File: src/rtl/bss_pkg.sv
// Package for the bounded substring search block.
// Holds widths, status codes, register indexes, shared types and the case fold.
// No dependencies.
package bss_pkg;

  localparam int MAX_NEEDLE = 16;
  localparam int BYTE_W     = 8;
  localparam int NIDX_W     = $clog2(MAX_NEEDLE);
  localparam int COUNT_W    = 32;
  localparam int LIMIT_W    = 32;
  localparam int LEN_W      = 5;
  localparam int CFG_W      = 64;
  localparam int CFG_IDX_W  = 3;

  // Register indexes of the configuration port.
  localparam logic [CFG_IDX_W-1:0] CFG_NEEDLE_LO = 3'd0;
  localparam logic [CFG_IDX_W-1:0] CFG_NEEDLE_HI = 3'd1;
  localparam logic [CFG_IDX_W-1:0] CFG_NEEDLE_LEN = 3'd2;
  localparam logic [CFG_IDX_W-1:0] CFG_LIMIT = 3'd3;
  localparam logic [CFG_IDX_W-1:0] CFG_FOLD = 3'd4;

  // Result status codes.
  typedef enum logic [1:0] {
    ST_SEARCH = 2'd0,
    ST_FOUND  = 2'd1,
    ST_MISS   = 2'd2,
    ST_DONE   = 2'd3
  } status_t;

  // A row of bytes, byte 0 in the lowest bits.
  typedef logic [MAX_NEEDLE-1:0][BYTE_W-1:0] byte_vec_t;

  // Needle settings handed to the window comparator.
  typedef struct packed {
    byte_vec_t        needle;
    logic [LEN_W-1:0] len;
    logic             fold;
  } match_cfg_t;

  // Map ASCII lower case letters to upper case when folding is on.
  function automatic logic [BYTE_W-1:0] fold_byte(input logic [BYTE_W-1:0] b,
                                                  input logic fold);
    logic [BYTE_W-1:0] res;
    res = b;
    if (fold && (b >= 8'h61) && (b <= 8'h7a)) begin
      res = b - 8'h20;
    end
    return res;
  endfunction

endpackage

File: src/rtl/bounded_substring_search_top.sv
// Top level of the bounded substring search block.
// Depends on bss_pkg and bss_window_match.
//
// Haystack bytes stream in one word per cycle when not stalled; every word yields
// exactly one result word. A word passes an input register, is compared against the
// needle in parallel combinational logic, lands in an output register; window, byte
// count and done flag update with each word, so the block sustains one word per clock
// unless out_tready stalls it. A word with the start flag set begins a new haystack.
// The status is searching, found (with the start index), ended without match, or
// already concluded. The user must write configuration while idle; not enforced.
module bounded_substring_search_top (
  input  logic                          clk,
  input  logic                          rst_n,
  // Configuration write port.
  input  logic                          cfg_we,
  input  logic [bss_pkg::CFG_IDX_W-1:0] cfg_addr,
  input  logic [bss_pkg::CFG_W-1:0]     cfg_wdata,
  // Input stream.
  input  logic                          in_tvalid,
  output logic                          in_tready,
  input  logic [7:0]                    in_tdata,   // [7:0] text_byte
  input  logic                          in_tuser,   // [0] string_start
  // Result stream.
  output logic                          out_tvalid,
  input  logic                          out_tready,
  output logic [31:0]                   out_tdata,  // [31:0] match_start
  output logic [1:0]                    out_tuser   // [1:0] status
);

  // Configuration registers.
  logic [bss_pkg::CFG_W-1:0]   needle_lo_r;
  logic [bss_pkg::CFG_W-1:0]   needle_hi_r;
  logic [bss_pkg::LEN_W-1:0]   needle_len_r;
  logic [bss_pkg::LIMIT_W-1:0] limit_r;
  logic                        fold_r;

  // Input stage.
  logic                        s1_valid_r;
  logic [bss_pkg::BYTE_W-1:0]  s1_byte_r;
  logic                        s1_start_r;

  // Search state.
  bss_pkg::byte_vec_t          win_r;
  logic [bss_pkg::COUNT_W-1:0] count_r;
  logic                        concluded_r;

  // Output stage.
  logic                        out_valid_r;
  bss_pkg::status_t            out_status_r;
  logic [bss_pkg::COUNT_W-1:0] out_start_r;

  logic                        advance;
  logic                        s1_fire;
  bss_pkg::byte_vec_t          base_win;
  bss_pkg::byte_vec_t          shift_win;
  logic [bss_pkg::COUNT_W-1:0] base_count;
  logic                        base_concluded;
  logic [bss_pkg::COUNT_W:0]   seen;
  logic                        hit;
  bss_pkg::match_cfg_t         mcfg;

  bss_pkg::byte_vec_t          win_nxt;
  logic [bss_pkg::COUNT_W-1:0] count_nxt;
  logic                        concluded_nxt;
  bss_pkg::status_t            status_nxt;
  logic [bss_pkg::COUNT_W-1:0] start_nxt;

  // The pipeline moves whenever the output register is empty or being taken.
  assign advance   = !out_valid_r || out_tready;
  assign s1_fire   = s1_valid_r && advance;
  assign in_tready = !s1_valid_r || advance;

  assign out_tvalid = out_valid_r;
  assign out_tdata  = out_start_r;
  assign out_tuser  = out_status_r;

  // Configuration writes; indexes beyond the list are ignored.
  always_ff @(posedge clk) begin
    if (!rst_n) begin
      needle_lo_r  <= '0;
      needle_hi_r  <= '0;
      needle_len_r <= '0;
      limit_r      <= '0;
      fold_r       <= 1'b1;
    end else if (cfg_we) begin
      case (cfg_addr)
        bss_pkg::CFG_NEEDLE_LO:  needle_lo_r  <= cfg_wdata;
        bss_pkg::CFG_NEEDLE_HI:  needle_hi_r  <= cfg_wdata;
        bss_pkg::CFG_NEEDLE_LEN: needle_len_r <= cfg_wdata[bss_pkg::LEN_W-1:0];
        bss_pkg::CFG_LIMIT:      limit_r      <= cfg_wdata[bss_pkg::LIMIT_W-1:0];
        bss_pkg::CFG_FOLD:       fold_r       <= cfg_wdata[0];
        default: ;
      endcase
    end
  end

  assign mcfg.needle = {needle_hi_r, needle_lo_r};
  assign mcfg.len    = needle_len_r;
  assign mcfg.fold   = fold_r;

  // A start flag clears the window and count before this byte is applied.
  assign base_win       = s1_start_r ? '0 : win_r;
  assign base_count     = s1_start_r ? '0 : count_r;
  assign base_concluded = s1_start_r ? 1'b0 : concluded_r;
  assign seen           = {1'b0, base_count} + 33'd1;
  assign shift_win      = {base_win[bss_pkg::MAX_NEEDLE-2:0], s1_byte_r};

  bss_window_match u_match (
    .window (shift_win),
    .cfg    (mcfg),
    .seen   (seen),
    .hit    (hit)
  );

  // Next search state and result for the word in the input stage.
  always_comb begin
    win_nxt       = base_win;
    count_nxt     = base_count;
    concluded_nxt = base_concluded;
    status_nxt    = bss_pkg::ST_SEARCH;
    start_nxt     = '0;
    if (base_concluded) begin
      status_nxt = bss_pkg::ST_DONE;
    end else begin
      if (base_count != '1) begin
        count_nxt = base_count + 32'd1;
      end
      if (s1_byte_r == '0) begin
        concluded_nxt = 1'b1;
        status_nxt    = bss_pkg::ST_MISS;
      end else begin
        win_nxt = shift_win;
        if ((seen <= {1'b0, limit_r}) && hit) begin
          concluded_nxt = 1'b1;
          status_nxt    = bss_pkg::ST_FOUND;
          start_nxt     = bss_pkg::COUNT_W'(seen - (bss_pkg::COUNT_W + 1)'(needle_len_r));
        end else if (seen >= {1'b0, limit_r}) begin
          concluded_nxt = 1'b1;
          status_nxt    = bss_pkg::ST_MISS;
        end
      end
    end
  end

  // Input register.
  always_ff @(posedge clk) begin
    if (!rst_n) begin
      s1_valid_r <= 1'b0;
    end else if (in_tready) begin
      s1_valid_r <= in_tvalid;
    end
    if (in_tvalid && in_tready) begin
      s1_byte_r  <= in_tdata;
      s1_start_r <= in_tuser;
    end
  end

  // Search state and output register.
  always_ff @(posedge clk) begin
    if (!rst_n) begin
      win_r       <= '0;
      count_r     <= '0;
      concluded_r <= 1'b1;
      out_valid_r <= 1'b0;
    end else begin
      if (s1_fire) begin
        win_r       <= win_nxt;
        count_r     <= count_nxt;
        concluded_r <= concluded_nxt;
        out_valid_r <= 1'b1;
      end else if (out_tready) begin
        out_valid_r <= 1'b0;
      end
    end
    if (s1_fire) begin
      out_status_r <= status_nxt;
      out_start_r  <= start_nxt;
    end
  end

`ifndef ASSERT_OFF
  // A found or missed result leaves the search concluded.
  a_end_concludes: assert property (@(posedge clk) disable iff (!rst_n)
    (s1_fire && (status_nxt == bss_pkg::ST_FOUND || status_nxt == bss_pkg::ST_MISS))
    |=> concluded_r)
    else $error("search not concluded after final result");

  // A concluded search without a start flag answers already concluded.
  a_done_holds: assert property (@(posedge clk) disable iff (!rst_n)
    (s1_fire && concluded_r && !s1_start_r) |-> (status_nxt == bss_pkg::ST_DONE))
    else $error("concluded search produced a live status");

  // A reported match starts no later than the bytes counted so far.
  a_start_in_range: assert property (@(posedge clk) disable iff (!rst_n)
    (s1_fire && status_nxt == bss_pkg::ST_FOUND) |=> (out_start_r < count_r))
    else $error("match start beyond byte count");
`endif

endmodule

File: src/rtl/bss_window_match.sv
// Window comparator: checks the newest bytes of the window against the needle.
// Depends on bss_pkg.
module bss_window_match (
  input  bss_pkg::byte_vec_t              window,  // newest byte at index 0
  input  bss_pkg::match_cfg_t             cfg,
  input  logic [bss_pkg::COUNT_W:0]       seen,    // bytes seen including this one
  output logic                            hit
);

  logic [bss_pkg::MAX_NEEDLE-1:0] lane_ok;
  logic                           len_ok;

  // Each window slot j holds needle byte len-1-j; slots past the length pass.
  always_comb begin
    logic [bss_pkg::LEN_W-1:0] idx;
    for (int j = 0; j < bss_pkg::MAX_NEEDLE; j++) begin
      idx = cfg.len - 5'd1 - bss_pkg::LEN_W'(j);
      if (bss_pkg::LEN_W'(j) < cfg.len) begin
        lane_ok[j] = bss_pkg::fold_byte(window[j], cfg.fold) ==
                     bss_pkg::fold_byte(cfg.needle[idx[bss_pkg::NIDX_W-1:0]], cfg.fold);
      end else begin
        lane_ok[j] = 1'b1;
      end
    end
  end

  // An empty or oversized needle never matches, nor does a short window.
  assign len_ok = (cfg.len != '0) &&
                  (cfg.len <= bss_pkg::LEN_W'(bss_pkg::MAX_NEEDLE)) &&
                  (seen >= (bss_pkg::COUNT_W + 1)'(cfg.len));

  assign hit = len_ok && (&lane_ok);

endmodule
File: config.mk
export PLATFORM = sky130hd
export DESIGN_NAME = bounded_substring_search_top
export DESIGN_NICKNAME = d
export VERILOG_FILES = /design/src/rtl/bss_pkg.sv /design/src/rtl/bounded_substring_search_top.sv /design/src/rtl/bss_window_match.sv
export SDC_FILE = /design/constraint.sdc
export NUM_CORES = 1
export LEC_CHECK = 0
export BUFFER_PORTS_ARGS = -buffer_cell sky130_fd_sc_hd__clkbuf_2
export CORE_ASPECT_RATIO = 1.25
export CORE_MARGIN = 2
export CORE_UTILIZATION = 47
export CTS_CLUSTER_SIZE = 20
export DETAILED_ROUTE_END_ITERATION = 8
export SYNTH_ARGS = -nofsm -noshare
export SYNTH_HDL_FRONTEND = slang
export SYNTH_SLANG_ARGS = --single-unit
File: constraint.sdc
create_clock -name clk -period 9.8 [get_ports clk]
set_input_delay 1.47 -clock clk [delete_from_list [all_inputs] [get_ports clk]]
set_output_delay 1.47 -clock clk [all_outputs]
set_load 0.01 [all_outputs]
==> impl_metrics.env, run 1 <==
export IMPL_run_status="complete, but fails checks"
export IMPL_violations="capacitance limit, slew limit"
export IMPL_fillers=5623
export IMPL_ys_seq_area_frac=0.274
export IMPL_crit_fanout=66
export IMPL_grt_max_degree=113
export IMPL_drc=0
export IMPL_clk_latency_ns=0.58
export IMPL_wl_mm=105
export IMPL_gr_total_overflow=0
export IMPL_drt_iter0_markers=2752
export IMPL_met1_usage=0.435
export IMPL_ys_async_sr_fraction=0
export IMPL_grt_usage=0.330
export IMPL_place_congestion=1.10
export IMPL_power_density_nw_per_um2=125
export IMPL_syn_area_um2=28100
export IMPL_timing_final_crit_share=0.807
export IMPL_fp_coreArea_um2=59400
export IMPL_cts_setup_buffers=0
export IMPL_cts_root_buf="clkbuf_16"
export IMPL_htree_levels=2
export IMPL_synth_warnings=0
export IMPL_first_pass_iters=6
export IMPL_synthTopCellsByArea="dfxtp_1, mux4_2, nand2_1"
export IMPL_synth_seq_cells=364
export IMPL_synth_cell_types=101
export IMPL_endpoint_kind="flip-flop"
export IMPL_avgSynthCellArea_um2=8.51
export IMPL_critical_path_class="flip-flop to flip-flop"
export IMPL_areaGrowthSynthToFinish_pct=7.66
export IMPL_globalRouteMet2Util=0.526
export IMPL_cts_buffers=39
export IMPL_wire_per_inst_um=25.8
export IMPL_worst_hold_slack_ns=0.466
export IMPL_synth_cells=3309
export IMPL_required_ns=10.18
export IMPL_antennaDiodeCount=0
export IMPL_yosysTopAreaCell="dfxtp_1"
export IMPL_finalClockSkew_ns=0.0226
export IMPL_initial_core_util=0.474
export IMPL_clkTransAtPathRegs_ns=0.07
export IMPL_layout_drive_gt1_share=0.149
export IMPL_place_hpwl_mm=81.1
export IMPL_setup_viol=0
export IMPL_drv_slew=10
export IMPL_finalSetupTns_ns=0
export IMPL_cts_sinks=364
export IMPL_ys_flop_type="dfxtp_1"
export IMPL_hold_viol_final=0
export IMPL_die_height_um=278
export IMPL_viasPerCell=6.42
export IMPL_io_buffers=116
export IMPL_ioPinCount=117
export IMPL_grtUsageMet3=0.0578
export IMPL_worst_slack_ns=1.90
export IMPL_worstPathArrival_ns=8.28
export IMPL_rsz0062_at_grt="false"
export IMPL_cts_tree="done"
export IMPL_die_w_um=223
export IMPL_antenna_found_initial=0
export IMPL_busiest_layer="met2"
export IMPL_grt_pass1_vias=24300
export IMPL_fmax_ghz=0.127
export IMPL_rows=100
export IMPL_power_uw=3770
export IMPL_min_path_type="flip-flop to flip-flop"
export IMPL_final_antenna_net_count=0
export IMPL_period_minus_slack_ns=7.90
export IMPL_synth_top_area_frac=0.228
export IMPL_dp_slack_ns=2.08
export IMPL_tightest_slew_ns=1.60
export IMPL_p_leak_uw=0.0104
export IMPL_num_vias=26200
export IMPL_synth_edf_count=43
export IMPL_grt_pass1_wl_mm=155
export IMPL_final_common_cell="nand2_1"
export IMPL_cts_path_max_buffers=3
export IMPL_max_slew_margin_rel=-0.0779
export IMPL_cts_resized=0
export IMPL_synth_fp_nets=3463
export IMPL_critPathLaunchType="flip-flop"
export IMPL_maxCapViolCount=4
export IMPL_die_area_um2=61900
export IMPL_final_cell_mix="nand2_1, dfxtp_1, nor2_1"
export IMPL_cts_hold_buf=0
export IMPL_nNetsFinal=3437
export IMPL_ir_drop_mv=0.121
report_power, final:
group / switching (uW) / leakage [uW] / internal, uW
Sequential: 31.1 / 0.00301 / 1540
Clock: 646 / 0.000646 / 876
Combinational: 437 / 0.00677 / 249
kinds of logic (layout without fill, tap and decap cells):
family / count (synthesis) / in the layout / share of synthesized area
buf+inv: 324 / 327 / 0.0529
simple gates: 1283 / 1283 / 0.223
xor+xnor: 171 / 171 / 0.0547
flops: 364 / 364 / 0.274
fa+ha+maj: 74 / 74 / 0.0331
mux: 372 / 372 / 0.183
compound gates: 721 / 721 / 0.179
path summary, 6_finish.rpt:
path | start | endpoint | slack, ns | cells past startpoint
min | limit_r[21]$_SDFFE_PN0P_ | limit_r[21]$_SDFFE_PN0P_ | 0.47 | 2
max reg2reg | needle_len_r[1]$_SDFFE_PN0P_ | out_tdata[4]$_SDFFCE_PP0P_ | 1.90 | 18
max | needle_len_r[1]$_SDFFE_PN0P_ | out_tdata[4]$_SDFFCE_PP0P_ | 1.90 | 18
min reg2reg | limit_r[21]$_SDFFE_PN0P_ | limit_r[21]$_SDFFE_PN0P_ | 0.47 | 2
synthesized netlist by cell type, drive strengths merged (16+ instances only):
| cell | count |
|---|---|
| nand2 | 535 |
| dfxtp | 321 |
| nor2 | 248 |
| mux2i | 189 |
| a21boi | 159 |
| xnor2 | 132 |
| clkbuf | 131 |
| a21oi | 125 |
| a22oi | 112 |
| mux4 | 105 |
| nor2b | 102 |
| inv | 98 |
| nor3 | 93 |
| buf | 92 |
| o21ai | 87 |
| mux2 | 78 |
| ha | 72 |
| nand3 | 72 |
| edfxtp | 43 |
| xor2 | 39 |
| a32oi | 31 |
| a31oi | 29 |
| nand4 | 29 |
| a21o | 28 |
| and3 | 28 |
| nor4 | 26 |
| a211oi | 23 |
| or2 | 18 |
| nand3b | 16 |
metal layers:
layer,vias up,part of all wire
met1,12800,0.41
met5,-,0
li1,12000,-
met4,0,0.053
met3,238,0.078
met2,1124,0.45
final cells by class:
class	instances	area [um^2]	area share
timing repair buffer	156	908	0.0300
sequential	364	7720	0.255
clock buffer	52	1100	0.0365
multi-input combinational	2621	19000	0.628
tap	765	957	0.0316
inverter	101	380	0.0126
clock inverter	18	194	0.00640
state kept, by name (all words and copies together) (netlist names):
register      count
out_tdata        32
s1_byte_r         8
fold_r            1
out_tuser         2
win_r           120
needle_lo_r      64
out_tvalid        1
s1_valid_r        1
concluded_r       1
count_r          32
limit_r          32
s1_start_r        1
needle_len_r      5
needle_hi_r      64
stage by stage:
step / cell area (um^2) / utilization / instances
after floorplan: 28100 / - / 3309
after global placement: 29000 / 0.488 / 4007
after detailed placement: 29000 / 0.488 / 4007
after CTS: 30300 / 0.510 / 4077
after global routing: 30300 / 0.510 / 4077
final: 30300 / 0.510 / 4077
worst max-delay path, stage by stage, from the launching register on:
cell	delay [ns]
dfxtp_1	0.77
inv_1	0.36
ha_4	0.97
buf_12	0.40
buf_4	0.37
mux4_2	0.36
mux2_2	0.29
mux2i_1	0.46
ha_1	0.33
nor2_1	0.13
xor2_1	0.18
nand3_1	0.11
o31ai_1	0.31
o211ai_1	0.15
nor4_1	0.50
o211ai_1	0.23
a2111oi_4	0.48
nand4_4	0.68
nor4_1	0.51
No activity file was read; power rests on OpenSTA's default activity.
==> inputs of run 2 (changes only) <==
Settings changed: ABC_AREA set to 1.
Clock period 9.8 ns to 7.3 ns, I/O delays scaled along.
==> run 2 against run 1 <==
Against the previous run:
- the run now ends clean
- clock-buffer cell count rose by 9
- final cell count rose by 48%
- power is 81% higher
- synthesized cell count rose by 58%
- hold slack worse by 0.0054 ns
- sequential cell count unchanged
- critical path depth grew 5
- non-clock buffer count is 2 lower
- first-iteration DRC count is 17% higher
- worst setup slack got worse by 0.45 ns
- critical path type unchanged
- highest routed layer unchanged
==> impl_metrics.env, run 2 <==
export IMPL_synth_cell_types=52
export IMPL_ir_drop_mv=0.182
export IMPL_ioPinCount=117
export IMPL_tightest_slew_ns=1.10
export IMPL_viasPerCell=5.69
export IMPL_min_path_type="flip-flop to flip-flop"
export IMPL_endpoint_kind="flip-flop"
export IMPL_finalSetupTns_ns=0
export IMPL_drv_slew=0
export IMPL_hold_viol_final=0
export IMPL_timing_final_crit_share=0.802
export IMPL_first_pass_iters=6
export IMPL_worstPathArrival_ns=6.18
export IMPL_finalClockSkew_ns=0.0187
export IMPL_synth_cells=5227
export IMPL_clk_latency_ns=0.61
export IMPL_synth_fp_nets=5381
export IMPL_clkTransAtPathRegs_ns=0.06
export IMPL_grt_pass1_vias=31000
export IMPL_drc=0
export IMPL_layout_drive_gt1_share=0.0596
export IMPL_worst_hold_slack_ns=0.461
export IMPL_ys_async_sr_fraction=0
export IMPL_antenna_found_initial=0
export IMPL_gr_total_overflow=0
export IMPL_initial_core_util=0.475
export IMPL_critPathLaunchType="flip-flop"
export IMPL_die_w_um=230
export IMPL_largest_register_ffs=120
export IMPL_die_area_um2=65900
export IMPL_synth_top_area_frac=0.232
export IMPL_cts_hold_buf=0
export IMPL_final_cell_mix="nand2_1, inv_1, nand3_1"
export IMPL_ys_seq_area_frac=0.257
export IMPL_htree_levels=2
export IMPL_setup_viol=0
export IMPL_utilization=0.510
export IMPL_cts_root_buf="clkbuf_16"
export IMPL_fillers=6939
export IMPL_synth_edf_count=43
export IMPL_wire_per_inst_um=21.4
export IMPL_dp_slack_ns=1.60
export IMPL_synth_warnings=0
export IMPL_critical_path_class="flip-flop to flip-flop"
export IMPL_maxCapViolCount=0
export IMPL_final_common_cell="nand2_1"
export IMPL_grt_max_degree=211
export IMPL_place_hpwl_mm=98.8
export IMPL_reg_top3="win_r x120, needle_hi_r x64, needle_lo_r x64"
export IMPL_rsz0062_at_grt="false"
export IMPL_cts_tree="done"
export IMPL_avgSynthCellArea_um2=5.74
export IMPL_grt_usage=0.380
export IMPL_final_area_um2=32200
export IMPL_num_vias=34300
export IMPL_wl_mm=129
export IMPL_dpl_cell_area_um2=30700
export IMPL_io_buffers=116
export IMPL_areaGrowthSynthToFinish_pct=7.33
export IMPL_power_density_nw_per_um2=212
export IMPL_fmax_ghz=0.171
export IMPL_cts_buffers=43
export IMPL_final_antenna_net_count=0
export IMPL_place_congestion=1.08
export IMPL_required_ns=7.63
export IMPL_cts_path_max_buffers=3
export IMPL_syn_area_um2=30000
export IMPL_max_slew_margin_rel=0.267
export IMPL_cts_sinks=364
export IMPL_die_height_um=286
export IMPL_drt_iter0_markers=3212
export IMPL_antennaDiodeCount=0
export IMPL_p_leak_uw=0.0152
export IMPL_grt_pass1_wl_mm=191
export IMPL_netlist_top_cells_count="nand2_1, inv_1, nand3_1"
export IMPL_run_status="complete, no violations"
export IMPL_nNetsFinal=5306
export IMPL_yosysTopAreaCell="nand2_1"
export IMPL_cts_resized=0
export IMPL_crit_fanout=34
export IMPL_synthTopCellsByArea="nand2_1, dfxtp_1, nand3_1"
export IMPL_yosysMostFrequentCell="nand2_1"
export IMPL_period_minus_slack_ns=5.85
export IMPL_rows=103
export IMPL_synth_seq_cells=364
export IMPL_cts_setup_buffers=0
export IMPL_fp_coreArea_um2=63100
export IMPL_ys_flop_type="dfxtp_1"
export IMPL_regMostFlops="win_r"
export IMPL_worst_slack_ns=1.45
## run 2: cell type report
type,count,area (um^2),share of cell area
Multi-Input combinational cell,4058,19000,0.590
Clock buffer,61,1260,0.0390
Inverter,531,2010,0.0626
Timing Repair Buffer,154,918,0.0285
Sequential cell,364,7720,0.240
Tap cell,840,1050,0.0327
Clock inverter,19,233,0.00723
## run 2: metal layers
metal  track usage  wire length (um)  up-vias
met5             0                 0        -
met4         0.236              9310        0
met3        0.0599              8970      312
met2         0.617             57700     1299
met1         0.473             52800    15900
li1              -                 -    16800
## run 2: kinds of logic after synthesis
group,after synthesis,synth area share
xor+xnor,86,0.0251
fa+ha+maj,73,0.0307
buf+inv,805,0.110
simple gates,2947,0.407
compound gates,952,0.170
flops,364,0.257
## run 2: power breakdown
part / switching (uW) / internal (uW) / leakage (uW)
logic: 1690 / 625 / 0.0114
registers: 58.9 / 2120 / 0.00304
clock network: 986 / 1350 / 0.000740
## run 2: critical path: stages (launching register included)
cell and delay (ns):
edfxtp_1 0.68, nor2_1 0.52, ha_1 0.28, nand2_1 0.13, nor2_1 0.24, nand2_1 0.18
nor2_1 0.22, nand2_1 0.11, xor2_1 0.50, inv_1 0.13, ha_1 0.34, nand4_1 0.11
nor2_1 0.15, inv_1 0.07, a31oi_1 0.14, nor2_1 0.07, nor2_1 0.09, nor2_1 0.04
o21ai_0 0.13, a21boi_0 0.13, o21ai_0 0.47, a21oi_1 0.20, nand3_4 0.49, nor2_1 0.13
## run 2: path summary, 6_finish.rpt
kind	cells past startpoint	slack [ns]	endpoint	from
hold / removal	2	0.46	win_r[110]$_SDFFE_PN0P_	win_r[110]$_SDFFE_PN0P_
setup / recovery	23	1.45	out_tdata[30]$_SDFFCE_PP0P_	s1_start_r$_DFFE_PP_
setup reg to reg	23	1.45	out_tdata[30]$_SDFFCE_PP0P_	s1_start_r$_DFFE_PP_
hold reg to reg	2	0.46	win_r[110]$_SDFFE_PN0P_	win_r[110]$_SDFFE_PN0P_
## run 2: stage by stage
step | cells | power (uW)
3_3_place_gp | 5947 | 4460
5_1_grt | 6027 | 7170
6_report | 6027 | 6830
4_1_cts | 6027 | 6800
3_5_place_dp | 5947 | 4460
2_1_floorplan | 5227 | 3780
